### src/rtl/core/pspp_pkg.sv
// Shared types and constants of the PSI section payload parser.
// Holds table and record codes, the result record layout and the length helpers.
// No dependencies; compiled before every other file of the block.
package pspp_pkg;

  typedef enum logic [2:0] {
    KIND_NONE = 3'd0,
    KIND_PAT  = 3'd1,
    KIND_PMT  = 3'd2,
    KIND_NIT  = 3'd3,
    KIND_SDT  = 3'd4
  } tbl_kind_t;

  typedef enum logic [2:0] {
    REC_NET_PID  = 3'd0,
    REC_PROG_PID = 3'd1,
    REC_PCR      = 3'd2,
    REC_STREAM   = 3'd3,
    REC_TS_ENTRY = 3'd4,
    REC_ONID     = 3'd5,
    REC_SERVICE  = 3'd6,
    REC_END      = 3'd7
  } rec_kind_t;

  typedef enum logic [1:0] {
    ST_OK          = 2'd0,
    ST_BAD_PAT_LEN = 2'd1,
    ST_UNSUPPORTED = 2'd2,
    ST_TRUNCATED   = 2'd3
  } end_status_t;

  localparam logic [7:0] TID_PAT = 8'h00;
  localparam logic [7:0] TID_PMT = 8'h02;
  localparam logic [7:0] TID_NIT = 8'h40;
  localparam logic [7:0] TID_SDT = 8'h42;

  // Default depth of the result queue; two slots must always be free to take a beat.
  localparam int QUEUE_DEPTH = 4;

  typedef struct packed {
    rec_kind_t   rec_kind;
    logic [15:0] id_a;
    logic [15:0] id_b;
    logic        eit_schedule;
    logic        eit_present_following;
    logic [2:0]  running_status;
    logic        scrambled;
    end_status_t status;
    logic        last;
  } rec_t;

  // Length of the fixed table header that precedes the entry loop.
  function automatic logic [2:0] hdr_len(tbl_kind_t kind);
    logic [2:0] len;
    case (kind)
      KIND_PMT: len = 3'd4;
      KIND_NIT: len = 3'd2;
      KIND_SDT: len = 3'd3;
      default:  len = 3'd0;
    endcase
    return len;
  endfunction

  // Length of the fixed part of one loop entry.
  function automatic logic [2:0] ent_len(tbl_kind_t kind);
    logic [2:0] len;
    case (kind)
      KIND_PAT: len = 3'd4;
      KIND_NIT: len = 3'd6;
      default:  len = 3'd5;
    endcase
    return len;
  endfunction

endpackage

### src/rtl/core/pspp_if.sv
// Channel interfaces of the PSI section payload parser: payload bytes in, records out.
// The result interface takes its record codes from pspp_pkg.
interface pspp_in_if;
  logic        valid;
  logic        ready;
  logic [7:0]  data_byte;
  logic        first_byte;
  logic        last_byte;
  logic [7:0]  tbl_id;
  logic [15:0] table_ext;
  logic [11:0] payload_len;

  modport source (
    output valid, data_byte, first_byte, last_byte, tbl_id, table_ext, payload_len,
    input  ready
  );
  modport sink (
    input  valid, data_byte, first_byte, last_byte, tbl_id, table_ext, payload_len,
    output ready
  );
endinterface

interface pspp_out_if import pspp_pkg::*; ();
  logic        valid;
  logic        ready;
  rec_kind_t   rec_kind;
  logic [15:0] id_a;
  logic [15:0] id_b;
  logic        eit_schedule;
  logic        eit_present_following;
  logic [2:0]  running_status;
  logic        scrambled;
  end_status_t status;
  logic        last;

  modport source (
    output valid, rec_kind, id_a, id_b, eit_schedule, eit_present_following,
           running_status, scrambled, status, last,
    input  ready
  );
  modport sink (
    input  valid, rec_kind, id_a, id_b, eit_schedule, eit_present_following,
           running_status, scrambled, status, last,
    output ready
  );
endinterface

### src/rtl/core/psi_section_payload_parser.sv
// PSI section payload parser, top level (PAT, PMT, NIT and SDT).
// Depends on pspp_pkg for codes and record layout and on pspp_if.sv for the channels.
//
// Usage: the input channel in_ch carries one payload byte of a section per beat, with
// first_byte and last_byte marking the section boundaries and table_id, table_ext and
// payload_len sampled on every beat. The output channel out_ch carries one record per
// beat: entry records as each table entry completes, and a closing record (last high)
// with a status on the final byte of each section.
// Each record passes through the result queue before it leaves on out_ch; a beat that
// completes an entry and closes the section yields two records, the entry record first.
// Throughput: one byte per cycle while in_ch.ready is high. The parse state is updated
// directly at each accepted beat and the records go into a short result queue (QDEPTH
// entries), which parts the two sides. in_ch.ready is high while at least two queue slots
// are free, so a stalled receiver throttles the input only once fewer than two are free.
// Reset clears the parse state and empties the queue; no record is presented after reset
// until a byte has been accepted.
module psi_section_payload_parser import pspp_pkg::*; #(
  parameter int QDEPTH = QUEUE_DEPTH
) (
  input logic       clk,
  input logic       rst_n,
  pspp_in_if.sink   in_ch,
  pspp_out_if.source out_ch
);

  localparam int CNT_W = $clog2(QDEPTH + 1);

  // Parse state, updated once per accepted beat.
  logic [11:0] byte_pos_r,    byte_pos_nxt;
  logic [11:0] skip_left_r,   skip_left_nxt;
  logic [2:0]  entry_phase_r, entry_phase_nxt;
  logic [39:0] held_r,        held_nxt;
  tbl_kind_t   kind_r,        kind_nxt;
  end_status_t err_r,         err_nxt;

  // Result queue: entry 0 is always the record on offer.
  rec_t             q_r [QDEPTH];
  rec_t             q_nxt [QDEPTH];
  logic [CNT_W-1:0] cnt_r, cnt_nxt;

  logic accept;
  logic pop;
  logic ent_vld;
  logic end_vld;
  rec_t ent_rec;
  rec_t end_rec;

  assign accept = in_ch.valid && in_ch.ready;
  assign pop    = out_ch.valid && out_ch.ready;

  // The parser itself. The state is first re-seeded when a section opens, then the byte is
  // walked through the header, the descriptor skip or the entry loop, and finally the
  // section is closed if this is its final byte.
  always_comb begin
    tbl_kind_t   kind_s;
    end_status_t err_s;
    logic [11:0] pos_s;
    logic [11:0] skip_s;
    logic [2:0]  phase_s;
    logic [39:0] held_s;
    logic [47:0] full;
    logic [11:0] hl;
    logic [2:0]  el;
    logic [2:0]  phase_inc;
    logic [12:0] nit_skip;
    logic [15:0] prog;
    end_status_t st;

    kind_s  = kind_r;
    err_s   = err_r;
    pos_s   = byte_pos_r;
    skip_s  = skip_left_r;
    phase_s = entry_phase_r;
    held_s  = held_r;

    if (in_ch.first_byte) begin
      case (in_ch.tbl_id)
        TID_PAT: kind_s = KIND_PAT;
        TID_PMT: kind_s = KIND_PMT;
        TID_NIT: kind_s = KIND_NIT;
        TID_SDT: kind_s = KIND_SDT;
        default: kind_s = KIND_NONE;
      endcase
      pos_s   = '0;
      skip_s  = '0;
      phase_s = '0;
      held_s  = '0;
      if (kind_s == KIND_NONE) begin
        err_s = ST_UNSUPPORTED;
      end else if (kind_s == KIND_PAT && in_ch.payload_len[1:0] != 2'b00) begin
        err_s = ST_BAD_PAT_LEN;
      end else begin
        err_s = ST_OK;
      end
    end

    // The held bytes of the current header or entry, with the new byte appended.
    full      = {held_s, in_ch.data_byte};
    hl        = {9'd0, hdr_len(kind_s)};
    el        = ent_len(kind_s);
    phase_inc = phase_s + 3'd1;
    nit_skip  = {1'b0, full[11:8], full[7:0]} + 13'd2;
    prog      = full[31:16];

    kind_nxt        = kind_s;
    err_nxt         = err_s;
    byte_pos_nxt    = pos_s;
    skip_left_nxt   = skip_s;
    entry_phase_nxt = phase_s;
    held_nxt        = held_s;
    ent_vld         = 1'b0;
    ent_rec         = '0;

    if (kind_s != KIND_NONE && err_s == ST_OK && pos_s < in_ch.payload_len) begin
      if (pos_s < hl) begin
        if (pos_s == hl - 12'd1) begin
          case (kind_s)
            KIND_PMT: begin
              ent_vld          = 1'b1;
              ent_rec.rec_kind = REC_PCR;
              ent_rec.id_a     = in_ch.table_ext;
              ent_rec.id_b     = {3'd0, full[28:24], full[23:16]};
              skip_left_nxt    = {full[11:8], full[7:0]};
            end
            KIND_NIT: begin
              // The network descriptors and the two byte loop length are skipped together.
              skip_left_nxt = nit_skip[12] ? 12'hFFF : nit_skip[11:0];
            end
            default: begin
              ent_vld          = 1'b1;
              ent_rec.rec_kind = REC_ONID;
              ent_rec.id_a     = in_ch.table_ext;
              ent_rec.id_b     = full[23:8];
            end
          endcase
          held_nxt = '0;
        end else begin
          held_nxt = full[39:0];
        end
      end else if (skip_s != 12'd0) begin
        skip_left_nxt = skip_s - 12'd1;
      end else if (phase_inc == el) begin
        ent_vld = 1'b1;
        case (kind_s)
          KIND_PAT: begin
            ent_rec.rec_kind = (prog == 16'd0) ? REC_NET_PID : REC_PROG_PID;
            ent_rec.id_a     = prog;
            ent_rec.id_b     = {3'd0, full[12:8], full[7:0]};
          end
          KIND_PMT: begin
            ent_rec.rec_kind = REC_STREAM;
            ent_rec.id_a     = {8'd0, full[39:32]};
            ent_rec.id_b     = {3'd0, full[28:24], full[23:16]};
            skip_left_nxt    = {full[11:8], full[7:0]};
          end
          KIND_NIT: begin
            ent_rec.rec_kind = REC_TS_ENTRY;
            ent_rec.id_a     = full[47:32];
            ent_rec.id_b     = full[31:16];
            skip_left_nxt    = {full[11:8], full[7:0]};
          end
          default: begin
            ent_rec.rec_kind              = REC_SERVICE;
            ent_rec.id_a                  = full[39:24];
            ent_rec.eit_schedule          = full[17];
            ent_rec.eit_present_following = full[16];
            ent_rec.running_status        = full[15:13];
            ent_rec.scrambled             = full[12];
            skip_left_nxt                 = {full[11:8], full[7:0]};
          end
        endcase
        entry_phase_nxt = '0;
        held_nxt        = '0;
      end else begin
        entry_phase_nxt = phase_inc;
        held_nxt        = full[39:0];
      end
      byte_pos_nxt = pos_s + 12'd1;
    end

    // Closing record: a partial header or entry, a pending skip or a short payload all
    // count as truncation.
    end_vld = in_ch.last_byte;
    if (err_s != ST_OK) begin
      st = err_s;
    end else if (kind_s == KIND_NONE) begin
      st = ST_UNSUPPORTED;
    end else if (byte_pos_nxt < in_ch.payload_len || byte_pos_nxt < hl ||
                 entry_phase_nxt != 3'd0 || skip_left_nxt != 12'd0) begin
      st = ST_TRUNCATED;
    end else begin
      st = ST_OK;
    end
    end_rec          = '0;
    end_rec.rec_kind = REC_END;
    end_rec.id_a     = in_ch.table_ext;
    end_rec.status   = st;
    end_rec.last     = 1'b1;

    if (in_ch.last_byte) begin
      kind_nxt        = KIND_NONE;
      err_nxt         = ST_OK;
      byte_pos_nxt    = '0;
      skip_left_nxt   = '0;
      entry_phase_nxt = '0;
      held_nxt        = '0;
    end
  end

  // Queue update: shift out the record taken, then append up to two new ones behind the
  // records that remain. The entry record always precedes the closing record.
  always_comb begin
    logic [CNT_W-1:0] base;
    logic [CNT_W-1:0] n_push;
    rec_t             slot0;

    base   = cnt_r - CNT_W'(pop);
    n_push = accept ? (CNT_W'(ent_vld) + CNT_W'(end_vld)) : '0;
    slot0  = ent_vld ? ent_rec : end_rec;

    for (int i = 0; i < QDEPTH; i++) begin
      q_nxt[i] = q_r[i];
    end
    if (pop) begin
      for (int i = 0; i < QDEPTH - 1; i++) begin
        q_nxt[i] = q_r[i + 1];
      end
    end
    for (int i = 0; i < QDEPTH; i++) begin
      if (n_push != '0 && CNT_W'(i) == base) begin
        q_nxt[i] = slot0;
      end
      if (n_push == CNT_W'(2) && CNT_W'(i) == base + CNT_W'(1)) begin
        q_nxt[i] = end_rec;
      end
    end
    cnt_nxt = base + n_push;
  end

  always_ff @(posedge clk) begin
    if (!rst_n) begin
      byte_pos_r    <= '0;
      skip_left_r   <= '0;
      entry_phase_r <= '0;
      held_r        <= '0;
      kind_r        <= KIND_NONE;
      err_r         <= ST_OK;
      cnt_r         <= '0;
    end else begin
      if (accept) begin
        byte_pos_r    <= byte_pos_nxt;
        skip_left_r   <= skip_left_nxt;
        entry_phase_r <= entry_phase_nxt;
        held_r        <= held_nxt;
        kind_r        <= kind_nxt;
        err_r         <= err_nxt;
      end
      cnt_r <= cnt_nxt;
    end
  end

  always_ff @(posedge clk) begin
    q_r <= q_nxt;
  end

  assign in_ch.ready = (cnt_r <= CNT_W'(QDEPTH - 2));

  assign out_ch.valid                 = (cnt_r != '0);
  assign out_ch.rec_kind              = q_r[0].rec_kind;
  assign out_ch.id_a                  = q_r[0].id_a;
  assign out_ch.id_b                  = q_r[0].id_b;
  assign out_ch.eit_schedule          = q_r[0].eit_schedule;
  assign out_ch.eit_present_following = q_r[0].eit_present_following;
  assign out_ch.running_status        = q_r[0].running_status;
  assign out_ch.scrambled             = q_r[0].scrambled;
  assign out_ch.status                = q_r[0].status;
  assign out_ch.last                  = q_r[0].last;

`ifndef SYNTHESIS
  // The queue never holds more records than it has slots.
  a_queue_bound: assert property (@(posedge clk) disable iff (!rst_n)
    cnt_r <= CNT_W'(QDEPTH))
    else $error("result queue overfilled");

  // A closed section leaves the parse state at its reset value.
  a_close_clears: assert property (@(posedge clk) disable iff (!rst_n)
    (accept && in_ch.last_byte) |=>
      (byte_pos_r == 12'd0 && skip_left_r == 12'd0 && entry_phase_r == 3'd0 &&
       kind_r == KIND_NONE && err_r == ST_OK))
    else $error("parse state not cleared after closing record");

  // The entry phase counter wraps before reaching the longest entry length.
  a_phase_range: assert property (@(posedge clk) disable iff (!rst_n)
    entry_phase_r < 3'd6)
    else $error("entry phase out of range");

  // Only the closing record carries last and a status.
  a_end_fields: assert property (@(posedge clk) disable iff (!rst_n)
    (out_ch.valid && out_ch.rec_kind != REC_END) |->
      (!out_ch.last && out_ch.status == ST_OK))
    else $error("entry record with closing fields");
`endif

endmodule

### src/flat_wrapper.sv
// flat-port wrapper written by rule: the top's interface ports become plain ports
module psi_section_payload_parser_flat import pspp_pkg::*;
#(
  parameter int QDEPTH = QUEUE_DEPTH
)
  (clk, rst_n, in_ch_valid, in_ch_data_byte, in_ch_first_byte, in_ch_last_byte, in_ch_tbl_id, in_ch_table_ext, in_ch_payload_len, in_ch_ready, out_ch_valid, out_ch_rec_kind, out_ch_id_a, out_ch_id_b, out_ch_eit_schedule, out_ch_eit_present_following, out_ch_running_status, out_ch_scrambled, out_ch_status, out_ch_last, out_ch_ready);
  pspp_in_if in_ch_i ();
  pspp_out_if out_ch_i ();
  input logic clk;
  input logic rst_n;
  input wire logic [$bits(in_ch_i.valid)-1:0] in_ch_valid;
  input wire logic [$bits(in_ch_i.data_byte)-1:0] in_ch_data_byte;
  input wire logic [$bits(in_ch_i.first_byte)-1:0] in_ch_first_byte;
  input wire logic [$bits(in_ch_i.last_byte)-1:0] in_ch_last_byte;
  input wire logic [$bits(in_ch_i.tbl_id)-1:0] in_ch_tbl_id;
  input wire logic [$bits(in_ch_i.table_ext)-1:0] in_ch_table_ext;
  input wire logic [$bits(in_ch_i.payload_len)-1:0] in_ch_payload_len;
  output wire logic [$bits(in_ch_i.ready)-1:0] in_ch_ready;
  output wire logic [$bits(out_ch_i.valid)-1:0] out_ch_valid;
  output wire logic [$bits(out_ch_i.rec_kind)-1:0] out_ch_rec_kind;
  output wire logic [$bits(out_ch_i.id_a)-1:0] out_ch_id_a;
  output wire logic [$bits(out_ch_i.id_b)-1:0] out_ch_id_b;
  output wire logic [$bits(out_ch_i.eit_schedule)-1:0] out_ch_eit_schedule;
  output wire logic [$bits(out_ch_i.eit_present_following)-1:0] out_ch_eit_present_following;
  output wire logic [$bits(out_ch_i.running_status)-1:0] out_ch_running_status;
  output wire logic [$bits(out_ch_i.scrambled)-1:0] out_ch_scrambled;
  output wire logic [$bits(out_ch_i.status)-1:0] out_ch_status;
  output wire logic [$bits(out_ch_i.last)-1:0] out_ch_last;
  input wire logic [$bits(out_ch_i.ready)-1:0] out_ch_ready;
  assign in_ch_i.valid = in_ch_valid;
  assign in_ch_i.data_byte = in_ch_data_byte;
  assign in_ch_i.first_byte = in_ch_first_byte;
  assign in_ch_i.last_byte = in_ch_last_byte;
  assign in_ch_i.tbl_id = in_ch_tbl_id;
  assign in_ch_i.table_ext = in_ch_table_ext;
  assign in_ch_i.payload_len = in_ch_payload_len;
  assign in_ch_ready = in_ch_i.ready;
  assign out_ch_valid = out_ch_i.valid;
  assign out_ch_rec_kind = out_ch_i.rec_kind;
  assign out_ch_id_a = out_ch_i.id_a;
  assign out_ch_id_b = out_ch_i.id_b;
  assign out_ch_eit_schedule = out_ch_i.eit_schedule;
  assign out_ch_eit_present_following = out_ch_i.eit_present_following;
  assign out_ch_running_status = out_ch_i.running_status;
  assign out_ch_scrambled = out_ch_i.scrambled;
  assign out_ch_status = out_ch_i.status;
  assign out_ch_last = out_ch_i.last;
  assign out_ch_i.ready = out_ch_ready;
  psi_section_payload_parser #(.QDEPTH(QDEPTH)) u_core (.clk(clk), .rst_n(rst_n), .in_ch(in_ch_i), .out_ch(out_ch_i));
endmodule
### config.mk
export PLATFORM = sky130hd
export DESIGN_NAME = psi_section_payload_parser_flat
export DESIGN_NICKNAME = d
export VERILOG_FILES = /design/src/rtl/core/pspp_pkg.sv /design/src/rtl/core/pspp_if.sv /design/src/rtl/core/psi_section_payload_parser.sv /design/src/flat_wrapper.sv
export SDC_FILE = /design/constraint.sdc
export NUM_CORES = 1
export LEC_CHECK = 0
export ABC_AREA = 1
export ABC_CLOCK_PERIOD_IN_PS = 16600
export BUFFER_PORTS_ARGS = -buffer_cell sky130_fd_sc_hd__clkbuf_2
export CAP_MARGIN = 20
export CORE_MARGIN = 5
export CORE_UTILIZATION = 60
export CTS_CLUSTER_SIZE = 30
export DETAILED_ROUTE_END_ITERATION = 10
export PLACE_DENSITY_LB_ADDON = 0.15
export SLEW_MARGIN = 20
export SYNTH_ARGS = -nofsm -noshare
export SYNTH_HDL_FRONTEND = slang
export SYNTH_SLANG_ARGS = --single-unit
### constraint.sdc
create_clock -name clk -period 16.6 [get_ports clk]
set_clock_uncertainty 0.2 [all_clocks]
set_input_delay 0 -clock clk [delete_from_list [all_inputs] [get_ports clk]]
set_output_delay 0 -clock clk [all_outputs]
set_load 0.01 [all_outputs]
==> key figures <==
Critical path
  – Worst Path Buf+Inv: 13
  – Slowest library cell on the worst path: nand2_1
  – Critical Setup Path Class: in2reg
  – Crit path max fanout: 36
  – CP dominant cell by count: nand2_1
  – CP peak stage delay: 1060 ps
  – Critical Path Stages: 35
  – Worst reg2reg path depth: 27
  – Worst path top cell family by delay: buffers and inverters
  – Crit start category: primary input
  – Crit end category: flop
  – CP required: 16810 ps
  – CP Data Arrival Time: 9310 ps

Pwr
  – Pwr/cell area: about 120 nW/um2
  – Max rail drop VDD: 0.000104 V
  – Static Leak: 7.17 nW
  – Combinational Power Share: ~30%
  – Sw power: 0.720 mW
  – Part of the power in registers: 40.9%
  – P_int: 1.34 mW
  – Overall Power: 2.06 mW
  – Clk pwr share: between 20% and 30%
  – Sw Share: 34.9%

Floorplan
  – Core Area: roughly 25000 um2
  – Starting Density: between 60% and 70%
  – # IOs: 96
  – Die height: 171 um
  – Row count: 58
  – DIE AREA: 29100 um2
  – Die W: 171 um

Cells and area
  – Post-Layout Cell Count: approximately 2500
  – Most common cell after layout, fill and taps aside: nand2_1
  – Share of cells above drive strength 1: between 10% and 20%
  – Commonest cells after routing, fill and taps aside: nand2_1, o21ai_0, inv_1
  – N_diodes: 0
  – Area grow syn2layout: 9.58%
  – Final nets: 2275

Timing
  – # setup viols final: 0
  – Slew HR: 31.8%
  – Final hold violations: 0
  – Min cycle time layout: just over 9000 ps
  – Fin Hold WS: about 23 ps
  – Crit share post-route: 54.8%
  – Max frequency: 0.110 GHz
  – Setup TNS: 0 ps
  – Final Slew Violations: 0
  – RSZ-0062 raised after global routing: no
  – Worst-margin pin slew: 1020 ps
  – Worst setup margin: ~7500 ps

Synthesis
  – Ys Warns: 0
  – Cell Area, Synth: 15500 um2
  – Mapped Avg Cell Area: 7.10 um2
  – Number of flops mapped to enable cells by yosys: between 70 and 80
  – Synth unique cells: 55
  – Top FF cell, synth: dfxtp_1
  – Ys async rst share: 0%
  – #FFs+latches synth: 251
  – Synth Instances: 2179
  – Syn Nets: 2268
  – Part of the Yosys area used for sequential elements: 37.1%

Clock network
  – Worst-Skew Late Latency: 570 ps
  – TritonCTS Buffers: 28
  – H-tree levels: 1
  – TritonCTS clock tree: done
  – CTS sink cnt: approximately 250
  – Cts repair resizes: 0
  – CTS Buffer Depth: 3
  – Root Driver: clkbuf_16
  – Post-CTS Setup Bufs: 0
  – Worst-path clk slew: 60 ps

Drt
  – Avg Vias per Cell: 5.96
  – Vias post-DR: 15115
  – Routed Antenna Nets: 0
  – DR pass1 iterations: 6
  – DRC viols: 0
  – DRT Wirelength: 43600 um
  – DRT iter0 DRCs: 1840
  – WL/cell: approximately 17 um

Hold path
  – Hold Path Class: in2reg
  – WHS Path Cells: 7

Status
  – Status: finished clean

Placement
  – Post-DP HPWL: 30900 um
  – DP Cell Count: 2450
  – I/O Buffers: 95
  – Dpl ws: 8730 ps
  – Routability Congestion: 0.959

Run
  – Number of max-cap violations: 0

GRT
  – Global Route Usage Sum: between 20% and 30%
  – Pin count of the biggest net entering global routing: 76
  – First-pass GRT wire length: 71200 um
  – Vias in the first global route: approximately 14000
  – Initial antenna violation count: 0
  – Total grt overflow: 0
metrics by stage:
stage / utilization, % / instance area (um2)
2_1_floorplan: - / 15500
3_3_place_gp: 62.2 / 15700
3_5_place_dp: 62.2 / 15700
4_1_cts: 67.1 / 17000
5_1_grt: 67.1 / 17000
6_report: 67.1 / 17000
sequential cells by signal, indices dropped and copies added, names as in the netlist, 3 cells and up:
register                      flops
u_core.out_ch.rec_kind            3
u_core.entry_phase_r              3
u_core.byte_pos_r                12
u_core.skip_left_r               12
u_core.kind_r                     3
u_core.cnt_r                      3
u_core.out_ch.id_b               16
u_core.out_ch.running_status      3
u_core.q_r                      132
u_core.held_r                    40
u_core.out_ch.id_a               16
path summary, 6_finish.rpt:
path / to / from / slack, ps
setup / recovery: u_core.q_r[1] / in_ch_tbl_id[7] / 7500
hold / removal: u_core.cnt_r[1] / in_ch_last_byte / 20
setup reg to reg: u_core.q_r[1] / u_core.kind_r[0] / 8980
hold reg to reg: u_core.out_ch.eit_present_following / u_core.out_ch.eit_present_following / 260
cell usage after synthesis, types with 2 or more instances:
master,count,area [um2]
nand2_1,541,2030
o21ai_0,182,911
inv_1,181,679
dfxtp_1,179,3580
nor2_1,149,559
a21oi_1,143,716
nand3_1,130,651
clkbuf_1,100,375
o22ai_1,82,513
edfxtp_1,72,2160
o211ai_1,69,518
buf_4,44,330
ha_1,38,475
o2111ai_1,33,289
xor2_1,22,193
nand4_1,20,125
a31oi_1,19,119
buf_2,19,95.1
nor3_1,15,75.1
o21ai_1,14,70.1
o221ai_1,14,123
inv_2,13,48.8
buf_1,12,45.0
nor2_2,11,68.8
a32o_1,8,80.1
nor2_4,8,90.1
nand2_2,7,43.8
a22oi_1,6,45.0
or2_2,6,37.5
clkinv_1,4,15.0
a211oi_1,3,22.5
a21o_1,3,22.5
a32oi_1,3,26.3
nor3_2,3,30.0
xnor2_1,3,26.3
buf_6,2,22.5
nand2_4,2,22.5
o21a_1,2,15.0
metal layers:
layer	routed length, um	part of all wire [%]	GRT usage (%)
met4	1710	3.9	11.0
met5	0	0	0
met3	3590	8.2	3.72
met2	19300	44	46.8
met1	19000	44	41.2
timing repair:
item                                    in CTS  in global routing
hold endpoints to repair                    95                  0
endpoints found under the setup margin       0                  0
hold buffers                                36                  0
worst min-delay path, cell delays in order:
cell and delay (ps):
clkbuf_2 140, ha_1 210, inv_1 50, nor2_1 60, inv_1 80, fa_1 170
nor2_1 40
cells by family (layout without fill, tap and decap cells):
family          count (synthesis)  after routing  synth area share [%]
compound gates                590            590                  23.1
flops                         251            251                  37.1
simple gates                  898            898                  24.7
fa+ha+maj                      39             39                  3.20
xor+xnor                       25             25                  1.42
buf+inv                       376            404                  10.5
power groups by stage:
stage	clock network [mW]	registers [mW]	logic (mW)
after floorplan	0	0.841	0.504
after global routing	0.633	0.855	0.701
after CTS	0.608	0.842	0.619
after detailed placement	0	0.855	0.611
after global placement	0	0.852	0.594
final	0.598	0.843	0.621
layout make-up:
cell class / count / area, um2
clock inverters: 18 / 159
repair buffers: 154 / 1010
multi-input cells: 1552 / 8150
clock buffers: 33 / 729
well taps: 330 / 413
inverters: 199 / 752
flip-flops and latches: 251 / 5750
fillers: 2221 / 8300
Power figures use the tool's default switching activity.
